[config.mk]
export PLATFORM = sky130hd
export DESIGN_NAME = obstacle_scan_sequencer
export DESIGN_NICKNAME = d
export VERILOG_FILES = /design/src/rtl/oss_pkg.sv /design/src/rtl/oss_ctrl.sv /design/src/rtl/obstacle_scan_sequencer.sv
export SDC_FILE = /design/constraint.sdc
export NUM_CORES = 1
export LEC_CHECK = 0
export ABC_AREA = 1
export BUFFER_PORTS_ARGS = -buffer_cell sky130_fd_sc_hd__buf_4
export CAP_MARGIN = 20
export CORE_ASPECT_RATIO = 0.5
export CORE_MARGIN = 1.5
export CORE_UTILIZATION = 60
export DETAILED_ROUTE_END_ITERATION = 8
export PLACE_DENSITY_LB_ADDON = 0.15
export SKIP_LAST_GASP = 1
export SLEW_MARGIN = 20
export SYNTH_ARGS = -nofsm -noshare
export SYNTH_HDL_FRONTEND = slang
export SYNTH_SLANG_ARGS = --single-unit
[constraint.sdc]
create_clock -name i_clk -period 6.2 [get_ports i_clk]
set_clock_uncertainty 0.15 [all_clocks]
set_input_delay 0 -clock i_clk [delete_from_list [all_inputs] [get_ports i_clk]]
set_output_delay 0 -clock i_clk [all_outputs]
set_load 0.005 [all_outputs]
[src/rtl/oss_pkg.sv]
package oss_pkg;

    // Width of time stamps and ages; stamps and ages wrap modulo 2^TIME_BITS
    localparam int TIME_BITS = 32;

    localparam int NOW_W     = 32;
    localparam int RANGE_W   = 10;
    localparam int HEAD_W    = 16;
    localparam int SPEED_W   = 8;
    localparam int STEP_W    = 4;
    localparam int PERIOD_W  = 16;
    localparam int TURN_W    = 8;
    localparam int CFG_IDX_W = 3;
    localparam int CFG_DAT_W = 16;

    typedef logic [TIME_BITS-1:0] t_time;

    // Configuration register indexes
    localparam logic [CFG_IDX_W-1:0] CFG_CLEAR_DISTANCE   = 3'd0;
    localparam logic [CFG_IDX_W-1:0] CFG_CRUISE_SPEED     = 3'd1;
    localparam logic [CFG_IDX_W-1:0] CFG_DWELL_MS         = 3'd2;
    localparam logic [CFG_IDX_W-1:0] CFG_SAMPLE_PERIOD_MS = 3'd3;
    localparam logic [CFG_IDX_W-1:0] CFG_TURN_STEP        = 3'd4;

    // Register values after reset
    localparam logic [RANGE_W-1:0]  RST_CLEAR_DISTANCE   = 10'd15;
    localparam logic [SPEED_W-1:0]  RST_CRUISE_SPEED     = 8'd20;
    localparam logic [PERIOD_W-1:0] RST_DWELL_MS         = 16'd1500;
    localparam logic [PERIOD_W-1:0] RST_SAMPLE_PERIOD_MS = 16'd20;
    localparam logic [TURN_W-1:0]   RST_TURN_STEP        = 8'd90;

    // Scan steps
    localparam logic [STEP_W-1:0] STEP_IDLE        = 4'd0;
    localparam logic [STEP_W-1:0] STEP_LEFT_TURNED = 4'd1;
    localparam logic [STEP_W-1:0] STEP_LEFT_SAMPLE = 4'd2;
    localparam logic [STEP_W-1:0] STEP_LEFT_BACK   = 4'd3;
    localparam logic [STEP_W-1:0] STEP_LEFT_PAUSE  = 4'd4;
    localparam logic [STEP_W-1:0] STEP_RIGHT_TURN  = 4'd5;
    localparam logic [STEP_W-1:0] STEP_RIGHT_SAMP  = 4'd6;
    localparam logic [STEP_W-1:0] STEP_RIGHT_BACK  = 4'd7;
    localparam logic [STEP_W-1:0] STEP_CHOOSE      = 4'd8;
    localparam logic [STEP_W-1:0] STEP_FINISH      = 4'd9;

    typedef struct packed {
        logic [RANGE_W-1:0]  clear_distance;
        logic [SPEED_W-1:0]  cruise_speed;
        logic [PERIOD_W-1:0] dwell_ms;
        logic [PERIOD_W-1:0] sample_period_ms;
        logic [TURN_W-1:0]   turn_step;
    } t_cfg;

    typedef struct packed {
        logic [SPEED_W-1:0]       speed_cmd;
        logic signed [HEAD_W-1:0] target_heading;
        logic                     avoiding;
        logic [STEP_W-1:0]        scan_step;
    } t_result;

endpackage

[src/rtl/oss_ctrl.sv]
module oss_ctrl (
    input  logic                             i_clk,
    input  logic                             i_rst_n,
    input  logic                             i_adv,
    input  logic [oss_pkg::NOW_W-1:0]        i_now_ms,
    input  logic [oss_pkg::RANGE_W-1:0]      i_range_cm,
    input  logic signed [oss_pkg::HEAD_W-1:0] i_heading,
    input  oss_pkg::t_cfg                    i_cfg,
    output oss_pkg::t_result                 o_res
);

    logic                          r_avoid_mode,    n_avoid_mode;
    logic [oss_pkg::STEP_W-1:0]    r_step_index,    n_step_index;
    oss_pkg::t_time                r_step_start_ms, n_step_start_ms;
    oss_pkg::t_time                r_sample_time_ms, n_sample_time_ms;
    logic [oss_pkg::RANGE_W-1:0]   r_held_range,    n_held_range;
    logic [oss_pkg::RANGE_W-1:0]   r_left_range,    n_left_range;
    logic [oss_pkg::RANGE_W-1:0]   r_right_range,   n_right_range;
    logic [oss_pkg::HEAD_W-1:0]    r_goal_heading,  n_goal_heading;
    logic [oss_pkg::SPEED_W-1:0]   r_speed_reg,     n_speed_reg;

    oss_pkg::t_time              now_t;
    oss_pkg::t_time              sample_age;
    oss_pkg::t_time              step_age;
    logic                        sample_due;
    logic                        step_due;
    logic [oss_pkg::HEAD_W-1:0]  goal_right;
    logic [oss_pkg::HEAD_W-1:0]  goal_left;

    // Ages, modulo the time width
    assign now_t      = oss_pkg::t_time'(i_now_ms);
    assign sample_age = now_t - r_sample_time_ms;
    assign step_age   = now_t - r_step_start_ms;
    assign sample_due = sample_age > oss_pkg::t_time'(i_cfg.sample_period_ms);
    assign step_due   = step_age > oss_pkg::t_time'(i_cfg.dwell_ms);

    // Turned headings, wrapping at 16 bits
    assign goal_right = r_goal_heading + oss_pkg::HEAD_W'(i_cfg.turn_step);
    assign goal_left  = r_goal_heading - oss_pkg::HEAD_W'(i_cfg.turn_step);

    // Next state for one item
    always_comb begin
        n_avoid_mode     = r_avoid_mode;
        n_step_index     = r_step_index;
        n_step_start_ms  = r_step_start_ms;
        n_sample_time_ms = r_sample_time_ms;
        n_held_range     = r_held_range;
        n_left_range     = r_left_range;
        n_right_range    = r_right_range;
        n_goal_heading   = r_goal_heading;
        n_speed_reg      = r_speed_reg;

        if (sample_due) begin
            n_held_range     = i_range_cm;
            n_sample_time_ms = now_t;
        end

        if (!r_avoid_mode) begin
            if (n_held_range > i_cfg.clear_distance) begin
                n_speed_reg    = i_cfg.cruise_speed;
                n_goal_heading = i_heading;
            end else begin
                n_avoid_mode = 1'b1;
                n_speed_reg  = '0;
            end
        end else if (r_step_index == oss_pkg::STEP_IDLE) begin
            n_goal_heading  = goal_left;
            n_step_index    = oss_pkg::STEP_LEFT_TURNED;
            n_step_start_ms = now_t;
        end else if (step_due) begin
            n_step_index    = r_step_index + 1'b1;
            n_step_start_ms = now_t;
            case (r_step_index)
                oss_pkg::STEP_LEFT_TURNED: n_left_range   = i_range_cm;
                oss_pkg::STEP_LEFT_SAMPLE: n_goal_heading = goal_right;
                oss_pkg::STEP_LEFT_BACK:   ;
                oss_pkg::STEP_LEFT_PAUSE:  n_goal_heading = goal_right;
                oss_pkg::STEP_RIGHT_TURN:  n_right_range  = i_range_cm;
                oss_pkg::STEP_RIGHT_SAMP:  n_goal_heading = goal_left;
                oss_pkg::STEP_RIGHT_BACK:  ;
                oss_pkg::STEP_CHOOSE: begin
                    // equal ranges go right
                    n_goal_heading = (r_left_range > r_right_range) ? goal_left
                                                                    : goal_right;
                end
                default: begin
                    // finish, also for any out-of-range step
                    n_speed_reg     = i_cfg.cruise_speed;
                    n_step_index    = oss_pkg::STEP_IDLE;
                    n_avoid_mode    = 1'b0;
                    n_step_start_ms = r_step_start_ms;
                end
            endcase
        end
    end

    // State update, one item per transfer out of the input register
    always_ff @(posedge i_clk) begin
        if (!i_rst_n) begin
            r_avoid_mode     <= 1'b0;
            r_step_index     <= oss_pkg::STEP_IDLE;
            r_step_start_ms  <= '0;
            r_sample_time_ms <= '0;
            r_held_range     <= '0;
            r_left_range     <= '0;
            r_right_range    <= '0;
            r_goal_heading   <= '0;
            r_speed_reg      <= '0;
        end else if (i_adv) begin
            r_avoid_mode     <= n_avoid_mode;
            r_step_index     <= n_step_index;
            r_step_start_ms  <= n_step_start_ms;
            r_sample_time_ms <= n_sample_time_ms;
            r_held_range     <= n_held_range;
            r_left_range     <= n_left_range;
            r_right_range    <= n_right_range;
            r_goal_heading   <= n_goal_heading;
            r_speed_reg      <= n_speed_reg;
        end
    end

    // The state registers are the result register
    assign o_res.speed_cmd      = r_speed_reg;
    assign o_res.target_heading = r_goal_heading;
    assign o_res.avoiding       = r_avoid_mode;
    assign o_res.scan_step      = r_step_index;

endmodule

[src/rtl/obstacle_scan_sequencer.sv]
// Channel   Direction  Handshake                  Payload
// in        input      i_in_valid / o_in_stall    i_now_ms, i_range_cm, i_heading
// out       output     o_out_valid / i_out_stall  o_speed_cmd, o_target_heading,
//                                                 o_avoiding, o_scan_step
// cfg       input      i_cfg_we                   i_cfg_idx, i_cfg_data
//
// One item per cycle sustained while the output is not stalled. The result
// passes through the input register, then the state/result register, before
// it shows at the output.
// Synchronous active-low reset clears the pipeline and all state and loads
// the register defaults. A stalled output holds the result and, once the
// input register is also full, stalls the input.
module obstacle_scan_sequencer (
    input  logic                               i_clk,
    input  logic                               i_rst_n,
    input  logic                               i_in_valid,
    output logic                               o_in_stall,
    input  logic [oss_pkg::NOW_W-1:0]          i_now_ms,
    input  logic [oss_pkg::RANGE_W-1:0]        i_range_cm,
    input  logic signed [oss_pkg::HEAD_W-1:0]  i_heading,
    output logic                               o_out_valid,
    input  logic                               i_out_stall,
    output logic [oss_pkg::SPEED_W-1:0]        o_speed_cmd,
    output logic signed [oss_pkg::HEAD_W-1:0]  o_target_heading,
    output logic                               o_avoiding,
    output logic [oss_pkg::STEP_W-1:0]         o_scan_step,
    input  logic                               i_cfg_we,
    input  logic [oss_pkg::CFG_IDX_W-1:0]      i_cfg_idx,
    input  logic [oss_pkg::CFG_DAT_W-1:0]      i_cfg_data
);

    oss_pkg::t_cfg                       r_cfg;
    logic                                r_s1_vld;
    logic [oss_pkg::NOW_W-1:0]           r_s1_now;
    logic [oss_pkg::RANGE_W-1:0]         r_s1_range;
    logic signed [oss_pkg::HEAD_W-1:0]   r_s1_head;
    logic                                r_out_vld;

    logic             out_free;
    logic             s1_adv;
    logic             in_xfer;
    oss_pkg::t_result res;

    // Handshake
    assign out_free   = !r_out_vld || !i_out_stall;
    assign s1_adv     = r_s1_vld && out_free;
    assign o_in_stall = r_s1_vld && !out_free;
    assign in_xfer    = i_in_valid && !o_in_stall;

    // Configuration registers
    always_ff @(posedge i_clk) begin
        if (!i_rst_n) begin
            r_cfg.clear_distance   <= oss_pkg::RST_CLEAR_DISTANCE;
            r_cfg.cruise_speed     <= oss_pkg::RST_CRUISE_SPEED;
            r_cfg.dwell_ms         <= oss_pkg::RST_DWELL_MS;
            r_cfg.sample_period_ms <= oss_pkg::RST_SAMPLE_PERIOD_MS;
            r_cfg.turn_step        <= oss_pkg::RST_TURN_STEP;
        end else if (i_cfg_we) begin
            case (i_cfg_idx)
                oss_pkg::CFG_CLEAR_DISTANCE:
                    r_cfg.clear_distance <= i_cfg_data[oss_pkg::RANGE_W-1:0];
                oss_pkg::CFG_CRUISE_SPEED:
                    r_cfg.cruise_speed <= i_cfg_data[oss_pkg::SPEED_W-1:0];
                oss_pkg::CFG_DWELL_MS:
                    r_cfg.dwell_ms <= i_cfg_data[oss_pkg::PERIOD_W-1:0];
                oss_pkg::CFG_SAMPLE_PERIOD_MS:
                    r_cfg.sample_period_ms <= i_cfg_data[oss_pkg::PERIOD_W-1:0];
                oss_pkg::CFG_TURN_STEP:
                    r_cfg.turn_step <= i_cfg_data[oss_pkg::TURN_W-1:0];
                default: ;
            endcase
        end
    end

    // Input register
    always_ff @(posedge i_clk) begin
        if (!i_rst_n) begin
            r_s1_vld <= 1'b0;
        end else if (in_xfer) begin
            r_s1_vld <= 1'b1;
        end else if (s1_adv) begin
            r_s1_vld <= 1'b0;
        end
    end

    always_ff @(posedge i_clk) begin
        if (in_xfer) begin
            r_s1_now   <= i_now_ms;
            r_s1_range <= i_range_cm;
            r_s1_head  <= i_heading;
        end
    end

    // Result valid
    always_ff @(posedge i_clk) begin
        if (!i_rst_n) begin
            r_out_vld <= 1'b0;
        end else if (s1_adv) begin
            r_out_vld <= 1'b1;
        end else if (!i_out_stall) begin
            r_out_vld <= 1'b0;
        end
    end

    // Sequencer state and result
    oss_ctrl u_ctrl (
        .i_clk      (i_clk),
        .i_rst_n    (i_rst_n),
        .i_adv      (s1_adv),
        .i_now_ms   (r_s1_now),
        .i_range_cm (r_s1_range),
        .i_heading  (r_s1_head),
        .i_cfg      (r_cfg),
        .o_res      (res)
    );

    assign o_out_valid      = r_out_vld;
    assign o_speed_cmd      = res.speed_cmd;
    assign o_target_heading = res.target_heading;
    assign o_avoiding       = res.avoiding;
    assign o_scan_step      = res.scan_step;

endmodule

==> flow_metrics.py, run 1 <==
metrics = {
    "die": {
        "die_height_um": 120,
        "io_pins": 113,
        "start_util": 0.617,
        "die_w_um": 238,
        "row_count": 42,
        "core_area_um2": 26700,
        "fp.dieArea_um2": 28600,
    },
    "timing": {
        "fmax_mhz": 172,
        "setup_viol": 0,
        "fin_crit_ns": 5.82,
        "hold_violations": 0,
        "fin_crit_sh": 0.939,
        "tightest_slew_ns": 1.01,
        "max-slew-margin-rel": 0.327,
        "finalMaxSlewViolations": 0,
        "whs_ns": 0.0124,
    },
    "logic_synthesis": {
        "ys_types": 47,
        "synth_area_leaders": "dfxtp_1, nand2_1, edfxtp_1",
        "ys_async_sr_fraction": 0,
        "synth_ff_type": "dfxtp_1",
        "ys_seq_area_frac": 0.328,
        "synth_area_per_cell_um2": 6.65,
        "netlist.area_leader.share": 0.222,
        "syn_area_um2": 16500,
        "synthXorXnorAreaFrac": 0.0249,
        "synth_top_area_cell": "dfxtp_1",
        "syn_nets": 2702,
        "syn_inst": 2482,
        "synth_compound_area_frac": 0.116,
        "synth_edf_count": 58,
        "synth-seq-cells": 241,
        "yosys.area_share.simple": 0.318,
        "synthAdderAreaFrac": 0.106,
        "yosysWarnings": 0,
        "synth_top_family_by_area": "simple AND/OR/NAND/NOR gates",
        "synthMuxAreaShare": 0,
    },
    "finish": {
        "largest_reg_flops": 58,
        "finalNetCount": 2883,
        "final_common_cell": "nand2_1",
        "antenna_cells": 0,
        "largest-register": "r_cfg",
        "final_util": 0.727,
        "mostFrequentLayoutCells": "nand2_1, inv_1, nor2_1",
        "drive_gt1_frac": 0.0746,
        "syn_to_final_growth_pct": 17.9,
        "final_cell_area_um2": 19500,
    },
    "power_and_ir_drop": {
        "power.switching_uw": 1410,
        "seqPwrFrac": 0.385,
        "pwr-share-comb": 0.243,
        "internal_power_uw": 3140,
        "swShare": 0.311,
        "vdd_drop_max_mv": 0.211,
        "clockPowerShare": 0.372,
        "power_per_cell_area_nw_per_um2": 234,
        "power_leakage_uw": 0.00958,
    },
    "clocking": {
        "clock_path_buffers": 3,
        "cts.sinks": 241,
        "cts_tree": "built",
        "cts_htree_levels": 1,
        "insertion_delay_ns": 0.56,
        "numCtsBuffers": 25,
        "cts_root_buf": "clkbuf_16",
        "cts.clk_slew.worst_paths_ns": 0.07,
    },
    "critical_path": {
        "crit_type": "reg -> reg",
        "r2r_start": "r_s1_now[0]",
        "cp.arrival_ns": 6.14,
        "crit_fanout": 21,
        "cpPeakStageDelay_ns": 0.42,
        "cp.required_ns": 6.52,
        "end_kind": "flip-flop",
        "start_kind": "flip-flop",
        "crit_start": "r_s1_now[0]",
        "cp_slowest_cell": "fa_1",
    },
    "route": {
        "top_layer": "met4",
        "vias_per_cell": 5.39,
        "wl_met2_um": 21100,
        "routed_wl_um": 46800,
        "post_drt_wl_per_cell_um": 15.4,
        "drtIter0Drc": 1504,
        "antenna_left": 0,
        "vias": 16400,
        "wl_met3_um": 3070,
        "dr.pass1.iters": 8,
        "route.detailed.drc": 0,
        "drt-met1-wl_um": 21300,
    },
    "min_path": {
        "min_path_type": "in -> reg",
        "hold_start": "i_now_ms[15]",
    },
    "outcome": {
        "outcome": "finished, final reports clean",
    },
    "global_routing": {
        "antenna_found_initial": 1,
        "grt_pass1_wl_um": 75400,
        "grt-ovfl-total": 0,
        "grt_usage": 0.327,
        "grt_pass1_vias": 14800,
        "grt_max_degree": 85,
    },
    "placed_design": {
        "gp_congestion": 0.977,
        "dpl.hpwl_um": 33300,
        "place_area_um2": 17500,
        "port_buffers": 112,
    },
    "run": {
        "drv_cap": 0,
    },
}
==> Yosys cell counts (2+ instances only) <==
cell       instances
a31o_2             2
and3_1             4
nand3_4            2
xor2_1            43
buf_2              9
nand3_2            4
inv_2              9
a21boi_0           9
nor2_1           315
ha_1             134
inv_1            362
buf_1             10
buf_6             12
nand3b_1          32
or2_2              2
and2_1             7
o21ai_1            5
a31oi_1            3
a21oi_2            4
o22ai_1            2
a21oi_1          196
nand3_1          118
clkinv_1           4
fa_1               4
nand2_1          696
o211ai_1          15
a21o_1             4
o21ai_0          106
dfxtp_1          183
nand2_2            4
edfxtp_1          58
nand4_1           39
clkbuf_1          38
o21bai_1           6
xnor2_1            4
o2111ai_1          2
nor3_1            25
==> final timing paths <==
| kind | slack [ns] | depth (start not counted) | end |
|---|---|---|---|
| max | 0.38 | 34 | u_ctrl.r_goal_heading[9] |
| min reg2reg | 0.31 | 2 | r_cfg[47] |
| min | 0.01 | 2 | r_s1_now[15] |
| max reg2reg | 0.38 | 34 | u_ctrl.r_goal_heading[9] |
==> per-stage QoR <==
| step | std cells | setup TNS, ns | setup WS (ns) | power [µW] |
|---|---|---|---|---|
| floorplan | 2482 | 0 | 1.02 | 2510 |
| CTS | 3031 | 0 | 0.174 | 4530 |
| detailed placement | 2884 | 0 | 0.199 | 2800 |
| global placement | 2884 | 0 | 0.444 | 2780 |
| finish | 3034 | 0 | 0.376 | 4550 |
| global route | 3034 | -1.27 | -0.123 | 4770 |
==> area by class of cell <==
class | count | area, µm²
Clock buffer | 33 | 676
Clock inverter | 13 | 239
Fill cell | 2197 | 7290
Inverter | 375 | 1410
Multi-Input combinational cell | 1797 | 9360
Sequential cell | 241 | 5410
Tap cell | 352 | 440
Timing Repair Buffer | 223 | 1930
==> power by group through the flow <==
stage          sequential (µW)  clock (µW)  combinational (µW)
2_1_floorplan             1760           0                 752
3_3_place_gp              1780           0                1000
3_5_place_dp              1780           0                1020
4_1_cts                   1750        1700                1070
5_1_grt                   1760        1760                1250
6_report                  1750        1690                1110
==> metal layers <==
metal,track usage,vias up
li1,-,8300
met1,0.447,7395
met2,0.545,570
met3,0.0438,91
met4,0.0876,0
met5,0,-
==> repair_timing <==
action / in CTS / in global routing
hold buffers: 101 / 0
gates resized for setup: 0 / 11
buffers inserted: 0 / 2
endpoints found under the setup margin: 0 / 16
endpoints found under the hold margin: 178 / 0
==> worst max-delay path: cells and delay by family (launching register included) <==
family                   cells  cell delay, ns
AND/OR/NAND/NOR             19            2.42
adder cells (fa/ha/maj)      4            1.28
AO/OA/AOI/OAI                6            1.01
buffers and inverters        4            0.42
flip-flops                   1            0.35
XOR/XNOR                     1            0.11
==> kinds of logic (layout without fill, tap and decap cells) <==
group / after synthesis / count (layout)
flip-flops: 241 / 241
XOR/XNOR: 47 / 47
AO/OA/AOI/OAI: 356 / 356
buffers and inverters: 445 / 644
adder cells (fa/ha/maj): 138 / 138
AND/OR/NAND/NOR: 1255 / 1256
No activity file was read; power rests on OpenSTA's default activity.
==> inputs of run 2 (changes only) <==
--- a/config.mk
+++ b/config.mk
@@ -12,7 +12,8 @@
 export CORE_MARGIN = 1.5
 export CORE_UTILIZATION = 60
 export DETAILED_ROUTE_END_ITERATION = 8
-export PLACE_DENSITY_LB_ADDON = 0.15
+export MAX_ROUTING_LAYER = met4
+export PLACE_DENSITY = 0.77
 export SKIP_LAST_GASP = 1
 export SLEW_MARGIN = 20
 export SYNTH_ARGS = -nofsm -noshare
==> run 2 against run 1 <==
Sequential share of layout area is 0.24 points higher. Sequential power hardly changed. Hold slack better by 0.0034 ns. Clock power is 11% lower. Largest cell class unchanged. Highest routed layer unchanged.
==> flow_metrics.py, run 2 (synthesized netlist as in run 1, its figures left out) <==
metrics = {
    "route": {
        "post_drt_wl_per_cell_um": 15.9,
        "dr.pass1.iters": 6,
        "vias_per_cell": 5.39,
        "antenna_left": 0,
        "drtIter0Drc": 1368,
        "route.detailed.drc": 0,
        "routed_wl_um": 48000,
        "vias": 16300,
    },
    "timing": {
        "fmax_mhz": 171,
        "fin_crit_sh": 0.942,
        "setup-tns-final_ns": 0,
        "setup_viol": 0,
        "finalMaxSlewViolations": 0,
        "tightest_slew_ns": 1.05,
        "setup_slack_ns": 0.360,
        "fin_crit_ns": 5.84,
        "hold_violations": 0,
        "max-slew-margin-rel": 0.300,
    },
    "clocking": {
        "clock_path_buffers": 3,
        "cts_root_buf": "clkbuf_16",
        "insertion_delay_ns": 0.55,
        "cts_htree_levels": 1,
        "cts.sinks": 241,
        "cts_tree": "built",
        "cts.clk_slew.worst_paths_ns": 0.07,
        "numCtsBuffers": 23,
    },
    "critical_path": {
        "start_kind": "flip-flop",
        "path_delay_family": "simple AND/OR/NAND/NOR gates",
        "r2r_start": "r_s1_now[0]",
        "cp.required_ns": 6.53,
        "r2r_cells": 35,
        "crit_path_frequent_cell": "nand3_1",
        "reg2reg_slack_ns": 0.36,
        "crit_type": "reg -> reg",
        "cp_slowest_cell": "fa_1",
        "cp.arrival_ns": 6.17,
        "crit_fanout": 11,
        "cpPeakStageDelay_ns": 0.41,
        "crit_buf_inv": 5,
        "reg2reg_to": "u_ctrl.r_goal_heading[0]",
        "end_kind": "flip-flop",
    },
    "finish": {
        "nFillCells": 2245,
        "syn_to_final_growth_pct": 16.9,
        "largest_reg_flops": 58,
        "final_cell_area_um2": 19300,
        "regArea_um2": 5410,
        "final_common_cell": "nand2_1",
        "multi_input_area_um2": 9380,
        "antenna_cells": 0,
        "mostFrequentLayoutCells": "nand2_1, inv_1, nor2_1",
        "final_util": 0.721,
        "finalNetCount": 2875,
        "largest-register": "r_cfg",
        "drive_gt1_frac": 0.0782,
    },
    "run": {
        "drv_cap": 0,
    },
    "die": {
        "core_area_um2": 26700,
        "io_pins": 113,
        "start_util": 0.617,
        "row_count": 42,
        "fp.dieArea_um2": 28600,
        "die_height_um": 120,
        "die_w_um": 238,
    },
    "power_and_ir_drop": {
        "power_leakage_uw": 0.00951,
        "vdd_drop_max_mv": 0.222,
        "power_per_cell_area_nw_per_um2": 227,
    },
    "outcome": {
        "outcome": "finished, final reports clean",
    },
    "min_path": {
        "whs_path_depth": 2,
        "hold_start": "i_heading[13]",
        "min_path_type": "in -> reg",
        "hold_end": "r_s1_head[13]",
    },
    "global_routing": {
        "grt_pass1_wl_um": 77100,
        "antenna_found_initial": 0,
        "grt_pass1_vias": 15200,
        "grt_usage": 0.346,
        "grt-ovfl-total": 0,
        "grt_max_degree": 71,
    },
    "placed_design": {
        "place_area_um2": 17500,
        "dpl.hpwl_um": 34700,
        "gp_congestion": 0.993,
        "dp_slack_ns": 0.197,
        "port_buffers": 112,
    },
}
-- run 2: cell types whose count changed in the layout (fill, tap and decap cells not counted), moves of 2 or more --
cell | previous run | this run
buf_4 | 122 | 124
bufinv_16 | 6 | 3
clkbuf_1 | 6 | 2
clkbuf_8 | 2 | 0
clkinv_2 | 2 | 8
dlygate4sd3_1 | 101 | 92
-- run 2: power breakdown --
group          internal (µW)  switching [µW]  total, µW
logic                    424             693       1120
registers               1690            60.9       1750
clock network            843             662       1510
-- run 2: metrics by stage --
step / hold WS, ns / cells / total power, µW
6_report: 0.0157 / 3024 / 4370
5_1_grt: 0.00573 / 3024 / 4600
4_1_cts: 0.00454 / 3021 / 4350
3_5_place_dp: 0.0292 / 2887 / 2810
3_3_place_gp: 0.0281 / 2887 / 2800
2_1_floorplan: -0.0511 / 2482 / 2510
-- run 2: worst reg2reg max path: cells and delay by family (launching register included) --
| kind | cells | cell delay [ns] |
|---|---|---|
| and+or+nand+nor | 19 | 2.30 |
| xor gates and xnor gates | 1 | 0.13 |
| adders and majority gates | 4 | 1.33 |
| buffers and inverters | 5 | 0.58 |
| AOI/OAI and AO/OA | 6 | 0.95 |
| DFF | 1 | 0.35 |
-- run 2: worst max-delay path by stage --
stage                            from                        to  slack, ns  cells past startpoint
after floorplan           r_s1_now[0]  u_ctrl.r_goal_heading[3]       1.02                     36
after global placement    r_s1_now[0]  u_ctrl.r_goal_heading[8]       0.42                     36
after detailed placement  r_s1_now[1]  u_ctrl.r_goal_heading[9]       0.20                     33
after CTS                 r_s1_now[0]  u_ctrl.r_goal_heading[9]       0.14                     34
after global routing      r_s1_now[0]  u_ctrl.r_goal_heading[0]      -0.07                     35
final                     r_s1_now[0]  u_ctrl.r_goal_heading[0]       0.36                     35
-- run 2: final cells by class --
type	instances	area share
clock inverters	16	0.00934
clock buffers	26	0.0315
well taps	352	0.0228
repair buffers	217	0.0964
flip-flops and latches	241	0.280
multi-input cells	1797	0.486
inverters	375	0.0732
-- run 2: what timing repair did --
action / 4_1_cts / 5_1_grt
endpoints found under the setup margin: 0 / 16
hold endpoints to repair: 149 / 0
hold buffers: 92 / 0
gates resized for setup: 0 / 16
setup buffers: 0 / 2
-- run 2: per-layer routing --
layer / up-vias / GRT usage / part of all wire
li1: 8269 / - / -
met1: 7391 / 0.462 / 0.46
met2: 538 / 0.554 / 0.44
met3: 106 / 0.0486 / 0.071
met4: 0 / 0.0900 / 0.028
met5: - / - / 0
==> inputs of run 3 (changes only) <==
--- a/config.mk
+++ b/config.mk
@@ -13,7 +13,7 @@
 export CORE_UTILIZATION = 60
 export DETAILED_ROUTE_END_ITERATION = 8
 export MAX_ROUTING_LAYER = met4
-export PLACE_DENSITY = 0.77
+export PLACE_DENSITY = 0.79
 export SKIP_LAST_GASP = 1
 export SLEW_MARGIN = 20
 export SYNTH_ARGS = -nofsm -noshare
==> run 3 against run 2 <==
Clock power increased by 9.9%. Global-route usage decreased by 0.29 points. Hold slack improved by 0.0044 ns. Cell area increased by 0.63%. Via count increased by 0.77%. Largest power group unchanged. Sequential cell count unchanged. Maximum frequency increased by 3.1%. Non-clock buffer count increased by 4. Setup slack improved by 0.17 ns.
==> flow_metrics.py, run 3 (synthesized netlist as in run 1, its figures left out) <==
metrics = {
    "timing": {
        "setup_viol": 0,
        "tightest_slew_ns": 0.935,
        "max-slew-margin-rel": 0.377,
        "fin_crit_ns": 5.67,
        "whs_ns": 0.0201,
        "fin_crit_sh": 0.914,
        "finalMaxSlewViolations": 0,
        "hold_violations": 0,
        "fmax_mhz": 176,
    },
    "critical_path": {
        "start_kind": "flip-flop",
        "cp_slowest_cell": "fa_1",
        "end_kind": "flip-flop",
        "cp.arrival_ns": 5.96,
        "path_delay_family": "simple AND/OR/NAND/NOR gates",
        "cpPeakStageDelay_ns": 0.43,
        "cp.required_ns": 6.49,
        "crit_type": "reg -> reg",
        "crit_path_frequent_cell": "nand2_1",
        "crit_buf_inv": 6,
        "crit_fanout": 15,
    },
    "min_path": {
        "min_path_type": "in -> reg",
    },
    "finish": {
        "final_common_cell": "nand2_1",
        "final_util": 0.726,
        "final_cell_area_um2": 19400,
        "mostFrequentLayoutCells": "nand2_1, inv_1, nor2_1",
        "syn_to_final_growth_pct": 17.6,
        "drive_gt1_frac": 0.0777,
        "finalNetCount": 2880,
        "largest_reg_flops": 58,
        "largest-register": "r_cfg",
        "nFillCells": 2222,
        "antenna_cells": 0,
    },
    "global_routing": {
        "grt_pass1_wl_um": 76200,
        "grt-ovfl-total": 0,
        "grt_usage": 0.343,
        "grt_max_degree": 91,
        "antenna_found_initial": 0,
        "grt_pass1_vias": 15000,
    },
    "die": {
        "die_w_um": 238,
        "start_util": 0.617,
        "fp.dieArea_um2": 28600,
        "io_pins": 113,
        "die_height_um": 120,
        "row_count": 42,
        "core_area_um2": 26700,
    },
    "clocking": {
        "insertion_delay_ns": 0.55,
        "clock_path_buffers": 3,
        "cts_htree_levels": 1,
        "numCtsBuffers": 24,
        "cts_tree": "built",
        "cts_root_buf": "clkbuf_16",
        "cts.sinks": 241,
        "cts.clk_slew.worst_paths_ns": 0.07,
    },
    "route": {
        "drtIter0Drc": 1536,
        "route.detailed.drc": 0,
        "vias_per_cell": 5.42,
        "vias": 16400,
        "dr.pass1.iters": 5,
        "post_drt_wl_per_cell_um": 15.9,
        "routed_wl_um": 48300,
        "antenna_left": 0,
    },
    "power_and_ir_drop": {
        "power_leakage_uw": 0.00956,
        "vdd_drop_max_mv": 0.270,
        "p_total_uw": 4530,
        "power_per_cell_area_nw_per_um2": 234,
    },
    "placed_design": {
        "gp_congestion": 0.974,
        "place_area_um2": 17500,
        "dpl.hpwl_um": 34400,
        "port_buffers": 112,
    },
    "outcome": {
        "outcome": "finished, final reports clean",
    },
    "run": {
        "drv_cap": 0,
    },
}
==> run 3: cell types whose count changed in the layout (fill, tap and decap cells not counted), sizes merged <==
cell	previous run	this run
buf	124	127
bufinv	3	6
clkinv	13	12
dlygate4sd3	92	93
==> run 3: area by class of cell <==
cell class,instances,area [µm²],area share
Sequential cell,241,5410,0.278
Tap cell,352,440,0.0227
Clock buffer,26,618,0.0318
Timing Repair Buffer,221,1900,0.0981
Inverter,375,1410,0.0728
Clock inverter,18,267,0.0137
Multi-Input combinational cell,1797,9360,0.482
==> run 3: layer usage <==
metal / part of all wire / vias up / wire length (µm) / global-route usage
met3: 0.074 / 123 / 3590 / 0.0530
li1: - / 8277 / - / -
met5: 0 / - / 0 / -
met1: 0.45 / 7437 / 21600 / 0.440
met4: 0.033 / 0 / 1580 / 0.107
met2: 0.45 / 592 / 21500 / 0.560
==> run 3: worst register-to-register path, delay by kind of cell, from the launching register on <==
family                   cells  cell delay, ns
buffers and inverters        6            0.63
AND/OR/NAND/NOR             20            2.07
AO/OA/AOI/OAI                6            0.84
adder cells (fa/ha/maj)      4            1.29
XOR/XNOR                     1            0.23
flip-flops                   1            0.35
==> run 3: final timing paths <==
path,from,end,slack (ns),depth (start not counted)
setup / recovery,r_s1_now[0],u_ctrl.r_goal_heading[8],0.53,37
hold / removal,i_now_ms[15],r_s1_now[15],0.02,2
setup reg to reg,r_s1_now[0],u_ctrl.r_goal_heading[8],0.53,37
hold reg to reg,r_cfg[47],r_cfg[47],0.31,2
==> run 3: timing repair <==
item	4_1_cts	5_1_grt
setup buffers	0	7
hold buffers	93	0
resized for setup	0	12
setup endpoints to repair	0	16
endpoints found under the hold margin	181	0
==> run 3: where the power goes <==
part	total, µW	switching (µW)	internal (µW)
clock network	1660	681	981
logic	1120	697	427
registers	1750	61.2	1690
total	4530	1440	3090
==> run 3: metrics by stage <==
step,TNS (ns),setup WS [ns],instances
after floorplan,0,1.02,2482
after global placement,0,0.455,2885
after detailed placement,0,0.160,2885
after CTS,0,0.145,3022
after global routing,-0.126,-0.0376,3030
final,0,0.533,3030
